**config.mk**
```make
export PLATFORM = sky130hd
export DESIGN_NAME = class_priority_task_pool
export DESIGN_NICKNAME = d
export VERILOG_FILES = /design/src/rtl/cptp_pkg.sv /design/src/rtl/cptp_ram.sv /design/src/rtl/cptp_ctrl.sv /design/src/rtl/cptp_datapath.sv /design/src/rtl/class_priority_task_pool.sv
export SDC_FILE = /design/constraint.sdc
export NUM_CORES = 2
export LEC_CHECK = 0
export BUFFER_PORTS_ARGS = -buffer_cell sky130_fd_sc_hd__buf_2
export CORE_MARGIN = 5
export CORE_UTILIZATION = 57
export DETAILED_ROUTE_END_ITERATION = 8
export HOLD_SLACK_MARGIN = 0.05
export PLACE_DENSITY = 0.76
export SYNTH_ARGS = -nofsm -noshare
export SYNTH_HDL_FRONTEND = slang
export SYNTH_HIERARCHICAL = 1
export SYNTH_SLANG_ARGS = --single-unit
```
**constraint.sdc**
```tcl
create_clock -name clk -period 7.13 [get_ports clk]
set_input_delay 1.426 -clock clk [delete_from_list [all_inputs] [get_ports clk]]
set_output_delay 1.426 -clock clk [all_outputs]
set_load 0.1 [all_outputs]
```
**src/rtl/cptp_pkg.sv**
```systemverilog
// Package for the class priority task pool.
// Holds the beat and entry types, the sizing constants and the state encoding.
// No dependencies; cptp_ctrl, cptp_datapath and the top level import it.
package cptp_pkg;

  localparam int POOL_ENTRIES = 64;
  localparam int CLASS_COUNT  = 8;
  localparam int IDX_W        = $clog2(POOL_ENTRIES);
  localparam int CNT_W        = $clog2(POOL_ENTRIES + 1);

  // Minus one in Q8.8. Only priorities strictly above this may be taken.
  localparam logic signed [15:0] PRIO_FLOOR = -16'sd256;

  localparam logic ACTION_INSERT = 1'b0;
  localparam logic ACTION_TAKE   = 1'b1;

  localparam logic [1:0] STATUS_OK   = 2'd0;
  localparam logic [1:0] STATUS_NONE = 2'd1;
  localparam logic [1:0] STATUS_FULL = 2'd2;

  typedef struct packed {
    logic               action;
    logic [2:0]         task_class;
    logic signed [15:0] task_priority;
    logic [6:0]         copy_count;
  } req_t;

  typedef struct packed {
    logic [1:0]         status;
    logic [31:0]        taken_id;
    logic signed [15:0] taken_priority;
    logic [31:0]        next_id_out;
  } rsp_t;

  typedef struct packed {
    logic [2:0]         cls;
    logic signed [15:0] prio;
    logic [31:0]        id;
  } entry_t;

  localparam int ENTRY_W = $bits(entry_t);

  typedef enum logic [2:0] {
    ST_IDLE,
    ST_INSERT,
    ST_SCAN,
    ST_DRAIN,
    ST_DONE
  } state_t;

  // Commands from the controller to the datapath.
  typedef struct packed {
    logic capture;
    logic insert_step;
    logic scan_step;
    logic commit;
  } dp_cmd_t;

  // Status from the datapath to the controller.
  typedef struct packed {
    logic start_take;
    logic start_skip;
    logic insert_done;
    logic scan_last;
    logic out_free;
  } dp_status_t;

endpackage

```
**src/rtl/cptp_ram.sv**
```systemverilog
// Generic simple dual-port RAM with one write port and a registered read port.
// No dependencies.
module cptp_ram #(
  parameter int WIDTH = 8,
  parameter int DEPTH = 16
) (
  input  logic                     clk,
  input  logic                     wr_en,
  input  logic [$clog2(DEPTH)-1:0] wr_addr,
  input  logic [WIDTH-1:0]         wr_data,
  input  logic                     rd_en,
  input  logic [$clog2(DEPTH)-1:0] rd_addr,
  output logic [WIDTH-1:0]         rd_data
);

  logic [WIDTH-1:0] mem [DEPTH];

  always_ff @(posedge clk) begin
    if (wr_en) begin
      mem[wr_addr] <= wr_data;
    end
    if (rd_en) begin
      rd_data <= mem[rd_addr];
    end
  end

endmodule

```
**src/rtl/cptp_ctrl.sv**
```systemverilog
// Controller state machine for the class priority task pool.
// Depends on cptp_pkg; drives the datapath through dp_cmd_t.
module cptp_ctrl (
  input  logic                clk,
  input  logic                rst,
  input  logic                req_valid,
  output logic                req_stall,
  input  cptp_pkg::dp_status_t st,
  output cptp_pkg::dp_cmd_t    cmd
);

  import cptp_pkg::*;

  state_t state;
  state_t state_next;

  always_ff @(posedge clk) begin
    if (rst) begin
      state <= ST_IDLE;
    end else begin
      state <= state_next;
    end
  end

  always_comb begin
    state_next = state;
    unique case (state)
      ST_IDLE: begin
        if (req_valid) begin
          if (st.start_take) begin
            state_next = ST_SCAN;
          end else if (st.start_skip) begin
            state_next = ST_DONE;
          end else begin
            state_next = ST_INSERT;
          end
        end
      end
      ST_INSERT: begin
        if (st.insert_done) begin
          state_next = ST_DONE;
        end
      end
      ST_SCAN: begin
        if (st.scan_last) begin
          state_next = ST_DRAIN;
        end
      end
      ST_DRAIN: begin
        state_next = ST_DONE;
      end
      ST_DONE: begin
        if (st.out_free) begin
          state_next = ST_IDLE;
        end
      end
      default: begin
        state_next = ST_IDLE;
      end
    endcase
  end

  always_comb begin
    cmd             = '0;
    req_stall       = (state != ST_IDLE);
    cmd.capture     = (state == ST_IDLE) && req_valid;
    cmd.insert_step = (state == ST_INSERT);
    cmd.scan_step   = (state == ST_SCAN);
    cmd.commit      = (state == ST_DONE) && st.out_free;
  end

endmodule

```
**src/rtl/cptp_datapath.sv**
```systemverilog
// Datapath of the class priority task pool: valid bits, entry RAM, id counter,
// the running best of a take scan and the result register.
// Depends on cptp_pkg and cptp_ram.
module cptp_datapath (
  input  logic                 clk,
  input  logic                 rst,
  input  cptp_pkg::req_t       req,
  input  cptp_pkg::dp_cmd_t    cmd,
  output cptp_pkg::dp_status_t st,
  output logic                 rsp_valid,
  input  logic                 rsp_stall,
  output cptp_pkg::rsp_t       rsp
);

  import cptp_pkg::*;

  req_t                  req_q;
  logic                  refused;
  logic [POOL_ENTRIES-1:0] valid_bits;
  logic [CNT_W-1:0]      free_cnt;
  logic [CNT_W-1:0]      placed;
  logic [IDX_W-1:0]      scan_idx;
  logic [31:0]           id_counter;

  logic                  rd_pending;
  logic                  rd_vbit;
  logic [IDX_W-1:0]      rd_idx;
  logic [ENTRY_W-1:0]    rd_word;
  entry_t                rd_entry;
  entry_t                wr_entry;

  logic                  best_found;
  logic [IDX_W-1:0]      best_idx;
  logic signed [15:0]    best_prio;
  logic [31:0]           best_id;

  logic                  refuse_now;
  logic                  insert_hit;
  logic                  qualifies;
  logic                  better;
  logic                  take_hit;
  rsp_t                  result;

  // Decisions on the incoming beat, taken while the pool is quiet.
  assign refuse_now = (32'(req.task_class) >= CLASS_COUNT) ||
                      (32'(req.copy_count) > 32'(free_cnt));

  assign insert_hit = !valid_bits[scan_idx];

  assign st.start_take  = (req.action == ACTION_TAKE);
  assign st.start_skip  = refuse_now || (req.copy_count == '0);
  assign st.insert_done = insert_hit &&
                          ((32'(placed) + 32'd1) == 32'(req_q.copy_count));
  assign st.scan_last   = (scan_idx == IDX_W'(POOL_ENTRIES - 1));
  assign st.out_free    = !rsp_valid || !rsp_stall;

  assign wr_entry = '{cls: req_q.task_class, prio: req_q.task_priority, id: id_counter};

  cptp_ram #(
    .WIDTH (ENTRY_W),
    .DEPTH (POOL_ENTRIES)
  ) u_entries (
    .clk     (clk),
    .wr_en   (cmd.insert_step && insert_hit),
    .wr_addr (scan_idx),
    .wr_data (wr_entry),
    .rd_en   (cmd.scan_step),
    .rd_addr (scan_idx),
    .rd_data (rd_word)
  );

  assign rd_entry = entry_t'(rd_word);

  assign qualifies = rd_pending && rd_vbit && (rd_entry.cls == req_q.task_class) &&
                     (rd_entry.prio > PRIO_FLOOR);
  assign better    = !best_found || (rd_entry.prio > best_prio) ||
                     ((rd_entry.prio == best_prio) && (rd_entry.id < best_id));

  assign take_hit = (req_q.action == ACTION_TAKE) && best_found;

  always_comb begin
    result             = '0;
    result.next_id_out = id_counter;
    if (req_q.action == ACTION_TAKE) begin
      if (best_found) begin
        result.status         = STATUS_OK;
        result.taken_id       = best_id;
        result.taken_priority = best_prio;
      end else begin
        result.status = STATUS_NONE;
      end
    end else begin
      result.status = refused ? STATUS_FULL : STATUS_OK;
    end
  end

  // Control state.
  always_ff @(posedge clk) begin
    if (rst) begin
      valid_bits <= '0;
      free_cnt   <= CNT_W'(POOL_ENTRIES);
      id_counter <= '0;
      rd_pending <= 1'b0;
      best_found <= 1'b0;
      rsp_valid  <= 1'b0;
      placed     <= '0;
      scan_idx   <= '0;
    end else begin
      rd_pending <= cmd.scan_step;
      if (cmd.capture) begin
        placed     <= '0;
        scan_idx   <= '0;
        best_found <= 1'b0;
      end
      if (cmd.insert_step) begin
        scan_idx <= scan_idx + IDX_W'(1);
        if (insert_hit) begin
          valid_bits[scan_idx] <= 1'b1;
          free_cnt             <= free_cnt - CNT_W'(1);
          id_counter           <= id_counter + 32'd1;
          placed               <= placed + CNT_W'(1);
        end
      end
      if (cmd.scan_step) begin
        scan_idx <= scan_idx + IDX_W'(1);
      end
      if (qualifies && better) begin
        best_found <= 1'b1;
      end
      if (cmd.commit) begin
        rsp_valid <= 1'b1;
        if (take_hit) begin
          valid_bits[best_idx] <= 1'b0;
          free_cnt             <= free_cnt + CNT_W'(1);
        end
      end else if (!rsp_stall) begin
        rsp_valid <= 1'b0;
      end
    end
  end

  // Payload registers.
  always_ff @(posedge clk) begin
    if (cmd.capture) begin
      req_q   <= req;
      refused <= refuse_now;
    end
    if (cmd.scan_step) begin
      rd_idx  <= scan_idx;
      rd_vbit <= valid_bits[scan_idx];
    end
    if (qualifies && better) begin
      best_idx  <= rd_idx;
      best_prio <= rd_entry.prio;
      best_id   <= rd_entry.id;
    end
    if (cmd.commit) begin
      rsp <= result;
    end
  end

endmodule

```
**src/rtl/class_priority_task_pool.sv**
```systemverilog
// Top level of the class priority task pool.
// Depends on cptp_pkg, cptp_ctrl, cptp_datapath and, through it, cptp_ram.
//
// The block keeps a pool of POOL_ENTRIES task entries, each tagged with a
// class, a signed Q8.8 priority and a sequential 32-bit id. A request beat on
// the req channel either inserts copy_count copies of one task into the
// lowest free slots, or takes the entry of one class with the highest priority
// above minus one, the smaller id winning a tie. Every request beat gives
// exactly one response beat on the rsp channel.
// Both channels use valid and stall; a beat moves when valid is high and
// stall is low. The block takes one request at a time: req_stall is high from
// the accepting edge until the response has been loaded into the output
// register. An insert walks the slots once, one slot a cycle, until the last
// copy is placed; a refused or empty insert skips the walk and goes straight
// to the response. A take reads every entry from the entry RAM, one read a
// cycle, and then finishes the last compare in a drain state before its
// response is loaded into the output register.
// The output register lets a new request be accepted while a response still
// waits; a stalled response holds, and finished work waits for it to leave.
// Synchronous reset clears all valid bits and the id counter at once, so the
// pool is empty and ready in the cycle after reset with no clearing pass.
module class_priority_task_pool (
  input  logic           clk,
  input  logic           rst,
  input  logic           req_valid,
  output logic           req_stall,
  input  cptp_pkg::req_t req,
  output logic           rsp_valid,
  input  logic           rsp_stall,
  output cptp_pkg::rsp_t rsp
);

  import cptp_pkg::*;

  // Command and status buses between the sequencer and the datapath.
  dp_cmd_t    cmd;
  dp_status_t st;

  cptp_ctrl u_ctrl (
    .clk       (clk),
    .rst       (rst),
    .req_valid (req_valid),
    .req_stall (req_stall),
    .st        (st),
    .cmd       (cmd)
  );

  cptp_datapath u_datapath (
    .clk       (clk),
    .rst       (rst),
    .req       (req),
    .cmd       (cmd),
    .st        (st),
    .rsp_valid (rsp_valid),
    .rsp_stall (rsp_stall),
    .rsp       (rsp)
  );

endmodule
```
=== Yosys cells after proc, flatten, opt, wreduce, memory -nomap -nowiden ===
Memories as Yosys holds them, arrays and structs flattened. A register that Yosys moved wholly into a read port is not among the register bits.
Index checks and enable logic that the tools add are counted.
W data, S select, Z words.

* Register bits after elaboration: 293
* RAM bits: 3264
* Input port bits: 31
* Word-level logic and storage cells: 120
* Memories kept: 1

* $add $sub $neg: 6
* $lt $le $gt $ge: 8
* Equality and inequality tests: 13
* Mux-type cells: 37
* Bitwise gates (word level): 4
* Reduce and logical (&&, ||, !) cells: 28

{| class="wikitable"
|+ Memories
! memory !! depth !! width !! rd ports !! clocked after memory_dff !! write ports !! line !! text
|-
| u_datapath.u_entries.mem || 64 || 51 || 1 || 1 || 1 || cptp_ram.sv:16 || <nowiki>logic [WIDTH-1:0] mem [DEPTH];</nowiki>
|}

{| class="wikitable"
|+ Operators with widths
! kind !! number
|-
| $mux W64 || 5
|-
| $and A64 B64 Y64 || 1
|-
| $not A64 Y64 || 1
|-
| $or A64 B64 Y64 || 1
|-
| $mux W7 || 7
|-
| $add A32 B1 Y32 const B || 1
|-
| $eq A32 B7 Y1 || 1
|-
| $lt A32 B32 Y1 || 1
|-
| $mux W3 || 6
|-
| $mux W6 || 3
|-
| $eq A16 B16 Y1 || 1
|-
| $gt A16 B16 Y1 || 1
|-
| $gt A16 B9 Y1 const B || 1
|-
| $pmux W3 S5 || 1
|-
| $add A7 B1 Y7 const B || 2
|-
| $lt A6 B7 Y1 const B || 2
|-
| $demux W1 S6 || 2
|-
| $ge A6 B1 Y1 const B || 2
|-
| $logic_and A1 B1 Y1 || 12
|-
| $mux W1 || 10
|-
| $add A7 B1 Y8 const B || 1
|-
| $gt A7 B7 Y1 || 1
|-
| $logic_not A7 Y1 || 1
|-
| $sub A7 B1 Y7 const B || 1
|-
| 18 further kinds || 31
|}

=== Depth between registers and ports, before layout ===
* Word-level depth: 11
* Mapped depth: 14

=== By module ===
Netlist, hierarchy kept.

{| class="wikitable"
|+ Modules (own cells, without submodules)
! module !! instances !! cells each !! area an instance (um^2)
|-
| cptp_ram || 1 || 5186 || 125130.0
|-
| cptp_datapath || 1 || 1108 || 13017.5
|-
| cptp_ctrl || 1 || 25 || 203.9
|}

=== Least setup slack after synthesis ===
OpenSTA, ideal clock, no wires.

* Path kind: register to register
* Start point: reg u_datapath.scan_idx[0]
* End point: mem u_datapath/u_entries/mem[48][0] in the netlist's numbering, enable pin
* Setup time: 522 ps
* Arrival: 6465 ps
* Data required time: 6608 ps
* Setup slack: 143 ps
* Stages on the path, launching flop included: 14
* Path buffers: 4
* Clock period less this slack: 6987 ps
* Cell sequence: dfxtp_1 -> buf_6 -> buf_6 -> mux4_2 -> a22oi_1 -> a2bb2oi_2 -> nand4_4 -> or2_4 -> inv_2 -> buf_6 -> buf_2 -> nor2b_1 -> nand4b_1 -> nor3_1

* Cells in the longest elaborated chain, start to end: 6

{| class="wikitable"
|+ Ends and longest elaborated chain
! item !! line !! text
|-
| from (decl) || cptp_datapath.sv:22 || <nowiki>logic [IDX_W-1:0] scan_idx;</nowiki>
|-
| from (signal assigned) || cptp_datapath.sv:116 || <nowiki>scan_idx <= scan_idx + IDX_W'(1);</nowiki>
|-
| from (signal assigned) || cptp_datapath.sv:125 || <nowiki>scan_idx <= scan_idx + IDX_W'(1);</nowiki>
|-
| $bmux W1 S6 || cptp_datapath.sv:48 || <nowiki>assign insert_hit = !valid_bits[scan_idx];</nowiki>
|-
| $mux W1 (not written as such) || cptp_datapath.sv:48 ||
|-
| $logic_not A1 Y1 || cptp_datapath.sv:48 ||
|-
| $logic_and A1 B1 Y1 || cptp_datapath.sv:64 || <nowiki>.wr_en (cmd.insert_step && insert_hit),</nowiki>
|-
| $mux W1 || cptp_ram.sv:19 || <nowiki>if (wr_en) begin</nowiki>
|-
| $mux W1 (not written as such) || cptp_ram.sv:20 || <nowiki>mem[wr_addr] <= wr_data;</nowiki>
|-
| to (decl) || cptp_ram.sv:16 ||
|}

Parallel ways exist; a longest one is shown, timed or not. The select of a mux whose other input is x is not followed.

=== Worst setup path in the final report ===
* Start point: reg u_datapath.scan_idx[2]
* End point: mem u_datapath/u_entries/mem[7][44] in the netlist's numbering, enable pin

The elaborated chain is that of the path after synthesis.

==> results.yml <==
sta:
  rsz0062_at_grt: "no"
  tightest_slew_ps: 1470
  period_needed_ps: 5690
  setup_viol: 0
  fin_crit_sh_pct: 79.8
  slew_violations: 0
  fin_ws_ps: 1440
  fmax_ghz: 0.176
  setup_tns_ps: 0
  finalHoldViolCount: 0
  whs_ps: 417
  clock_skew_ps: 79.2
  max-slew-margin-rel_pct: 1.60
placement:
  gp_congestion: 0.864
  place_inst: 9484
  place_ws_ps: 1660
  hpwl_mm: 207
  io_buffers: 114
detailed_routing:
  post_drt_wl_per_cell_um: 38.3
  drc: 0
  via_per_inst: 7.12
  drt_wl_total_mm: 388
  drt_iter0_markers: 12148
  drt_pass1_iterations: 6
  vias: 72090
  drtAntennaViolNets: 0
worst_setup_path:
  startpoint_type: "flop"
  crit_fanout: 61
  end_kind: "flop"
  required_ps: 7740
  path_class: "flop to flop"
  worstPathArrival_ps: 6300
power_and_ir_drop:
  powerDensity_nw_per_um2: 284
  netSwitchingPower_mw: 9.33
  p_leak_nw: 48.2
  power.switching_fraction_pct: 21.1
  peakVddDrop_mv: 0.264
  clkPwrFrac_pct: 41.7
  p_int_mw: 34.9
  pwr-share-seq_pct: 52.7
  combPwrFrac_pct: 5.6
clock_tree:
  cts_buffers: 364
  clk_pin_slew_worst_paths_ps: 60
  cts_root_buffer: "clkbuf_16"
  cts_setup_buffers: 0
  cts_sinks: 3608
  cts_tree: "done"
  ctsResizeCount: 0
  cts_max_level: 5
  ctsLongestPathBuffers: 4
  clk-insertion-delay-late_ps: 990
  postCtsHoldBufs: 0
die:
  die-area_um2: 253000
  num_rows: 180
  fp.dieW_um: 503
  fp.dieH_um: 503
  core-area_um2: 241000
  io_pins: 115
  start_util_pct: 57.4
synth:
  synth_top_cell_area_share_pct: 75.7
  syn_inst: 6319
  synth-seq-area-share_pct: 77.4
  async_reset_ff_share_pct: 0
  yosys-top-cells-area: "edfxtp_1 (76%), mux4_2 (15%), dfxtp_1 (1.8%)"
  synth_fp_nets: 6409
  ys_types: 72
  synth_area_per_cell_um2: 21.9
  yosys_warnings: 6
  ys.flop_type: "edfxtp_1"
  synth_seq_cells: 3608
  synth_area_leader_cell: "edfxtp_1"
  synth_enable_flop_cells: 3486
  synth_area_um2: 138000
cells_and_area:
  nNetsFinal: 6755
  mostFrequentLayoutCells: "edfxtp_1 (3486), mux4_2 (897), clkbuf_16 (369)"
  final_common_cell: "edfxtp_1"
  instances_no_fill: 10128
  syn2layout_area_growth_pct: 12.3
  drive_gt1_share_pct: 27.8
  final_util_pct: 64.5
global_route:
  gr-usage-all-layers_pct: 30.9
  grt_pass1_wl_mm: 546
  grt_max_degree: 129
  overflow: 0
  antenna_found_initial: 18
  first_global_vias: 72040
flow_run:
  cap_violations: 0
worst_hold_path:
  worstHoldPathType: "flop to flop"
run_status:
  status: "completed"
path summary, 6_finish.rpt:
kind	endpoint	slack [ps]	from	cells after the start
max	u_datapath/u_entries/mem[7][44]	1440	u_datapath/scan_idx[2]	10
min	u_datapath/best_idx[5]	420	u_datapath/rd_idx[5]	0
min reg2reg	u_datapath/best_idx[5]	420	u_datapath/rd_idx[5]	0
max reg2reg	u_datapath/u_entries/mem[7][44]	1440	u_datapath/scan_idx[2]	10
power groups by stage:
| stage | Sequential (mW) | Combinational (mW) | Clock, mW |
|---|---|---|---|
| floorplan | 23.8 | 1.64 | 0 |
| global placement | 23.7 | 2.41 | 0 |
| detailed placement | 23.7 | 2.45 | 0 |
| CTS | 23.3 | 2.49 | 18.6 |
| global route | 23.3 | 2.62 | 19.6 |
| finish | 23.3 | 2.49 | 18.4 |
layout make-up:
| type | count | area (um2) |
|---|---|---|
| Multi-Input combinational cell | 2271 | 29800 |
| Clock inverter | 192 | 1780 |
| Tap cell | 3185 | 3990 |
| Sequential cell | 3608 | 107000 |
| Clock buffer | 438 | 9500 |
| Antenna cell | 14 | 35.0 |
| Timing Repair Buffer | 346 | 2830 |
| Inverter | 74 | 280 |
| Fill cell | 14814 | 85500 |
registers in the layout, summed over array words and instances (netlist names), 6 cells and up:
signal                        cells
u_datapath/valid_bits            64
u_datapath/id_counter            32
u_datapath/free_cnt               7
u_datapath/req_q                 27
u_datapath/u_entries/rd_data     51
u_datapath/rd_idx                 6
u_datapath/best_idx               6
u_datapath/scan_idx               6
u_datapath/placed                 7
u_datapath/u_entries/mem       3264
u_datapath/best_prio             16
u_datapath/rsp                   82
u_datapath/best_id               32
critical path: stages (launching register included):
cell and delay (ps):
dfxtp_4 990, mux4_2 430, mux4_2 490, nand3b_1 120, o41ai_2 100, buf_4 250
or2_4 380, inv_2 270, nand4_1 690, nor2_4 1210, buf_12 310
kinds of logic after synthesis:
| group | share of synthesized area, % |
|---|---|
| flops | 77.4 |
| mux | 15.5 |
| compound gates | 2.77 |
| simple gates | 2.14 |
| buf+inv | 1.41 |
| fa+ha+maj | 0.534 |
| xor+xnor | 0.190 |
stage by stage:
step / power, mW / cell area [um2]
2_1_floorplan: 25.5 / 138000
3_3_place_gp: 26.2 / 144000
3_5_place_dp: 26.2 / 144000
4_1_cts: 44.4 / 155000
5_1_grt: 45.5 / 155000
6_report: 44.2 / 155000
synthesized netlist by cell type (25+ instances only):
master,n
a211oi_1,70
a21oi_1,103
a31oi_1,88
and3_1,61
buf_1,49
buf_2,117
buf_4,26
clkbuf_1,166
dfxtp_1,122
edfxtp_1,3486
ha_1,59
inv_1,70
mux2_2,57
mux2i_1,62
mux4_2,897
nand2_1,79
nand3_1,36
nor2_1,215
nor3_1,29
o21ai_0,49
o221ai_1,50
o22ai_1,162
xnor2_1,25
layer usage:
metal | share of wire (%) | wire length, um | track usage (%) | vias to the layer above
met2 | 46 | 180000 | 47.1 | 6225
met5 | 0.0083 | 32 | 0 | -
met3 | 15 | 56700 | 9.57 | 1150
met1 | 33 | 127000 | 40.9 | 37282
met4 | 6.1 | 23700 | 15.5 | 4
li1 | - | - | - | 27429
No activity file was read; power rests on OpenSTA's default activity.
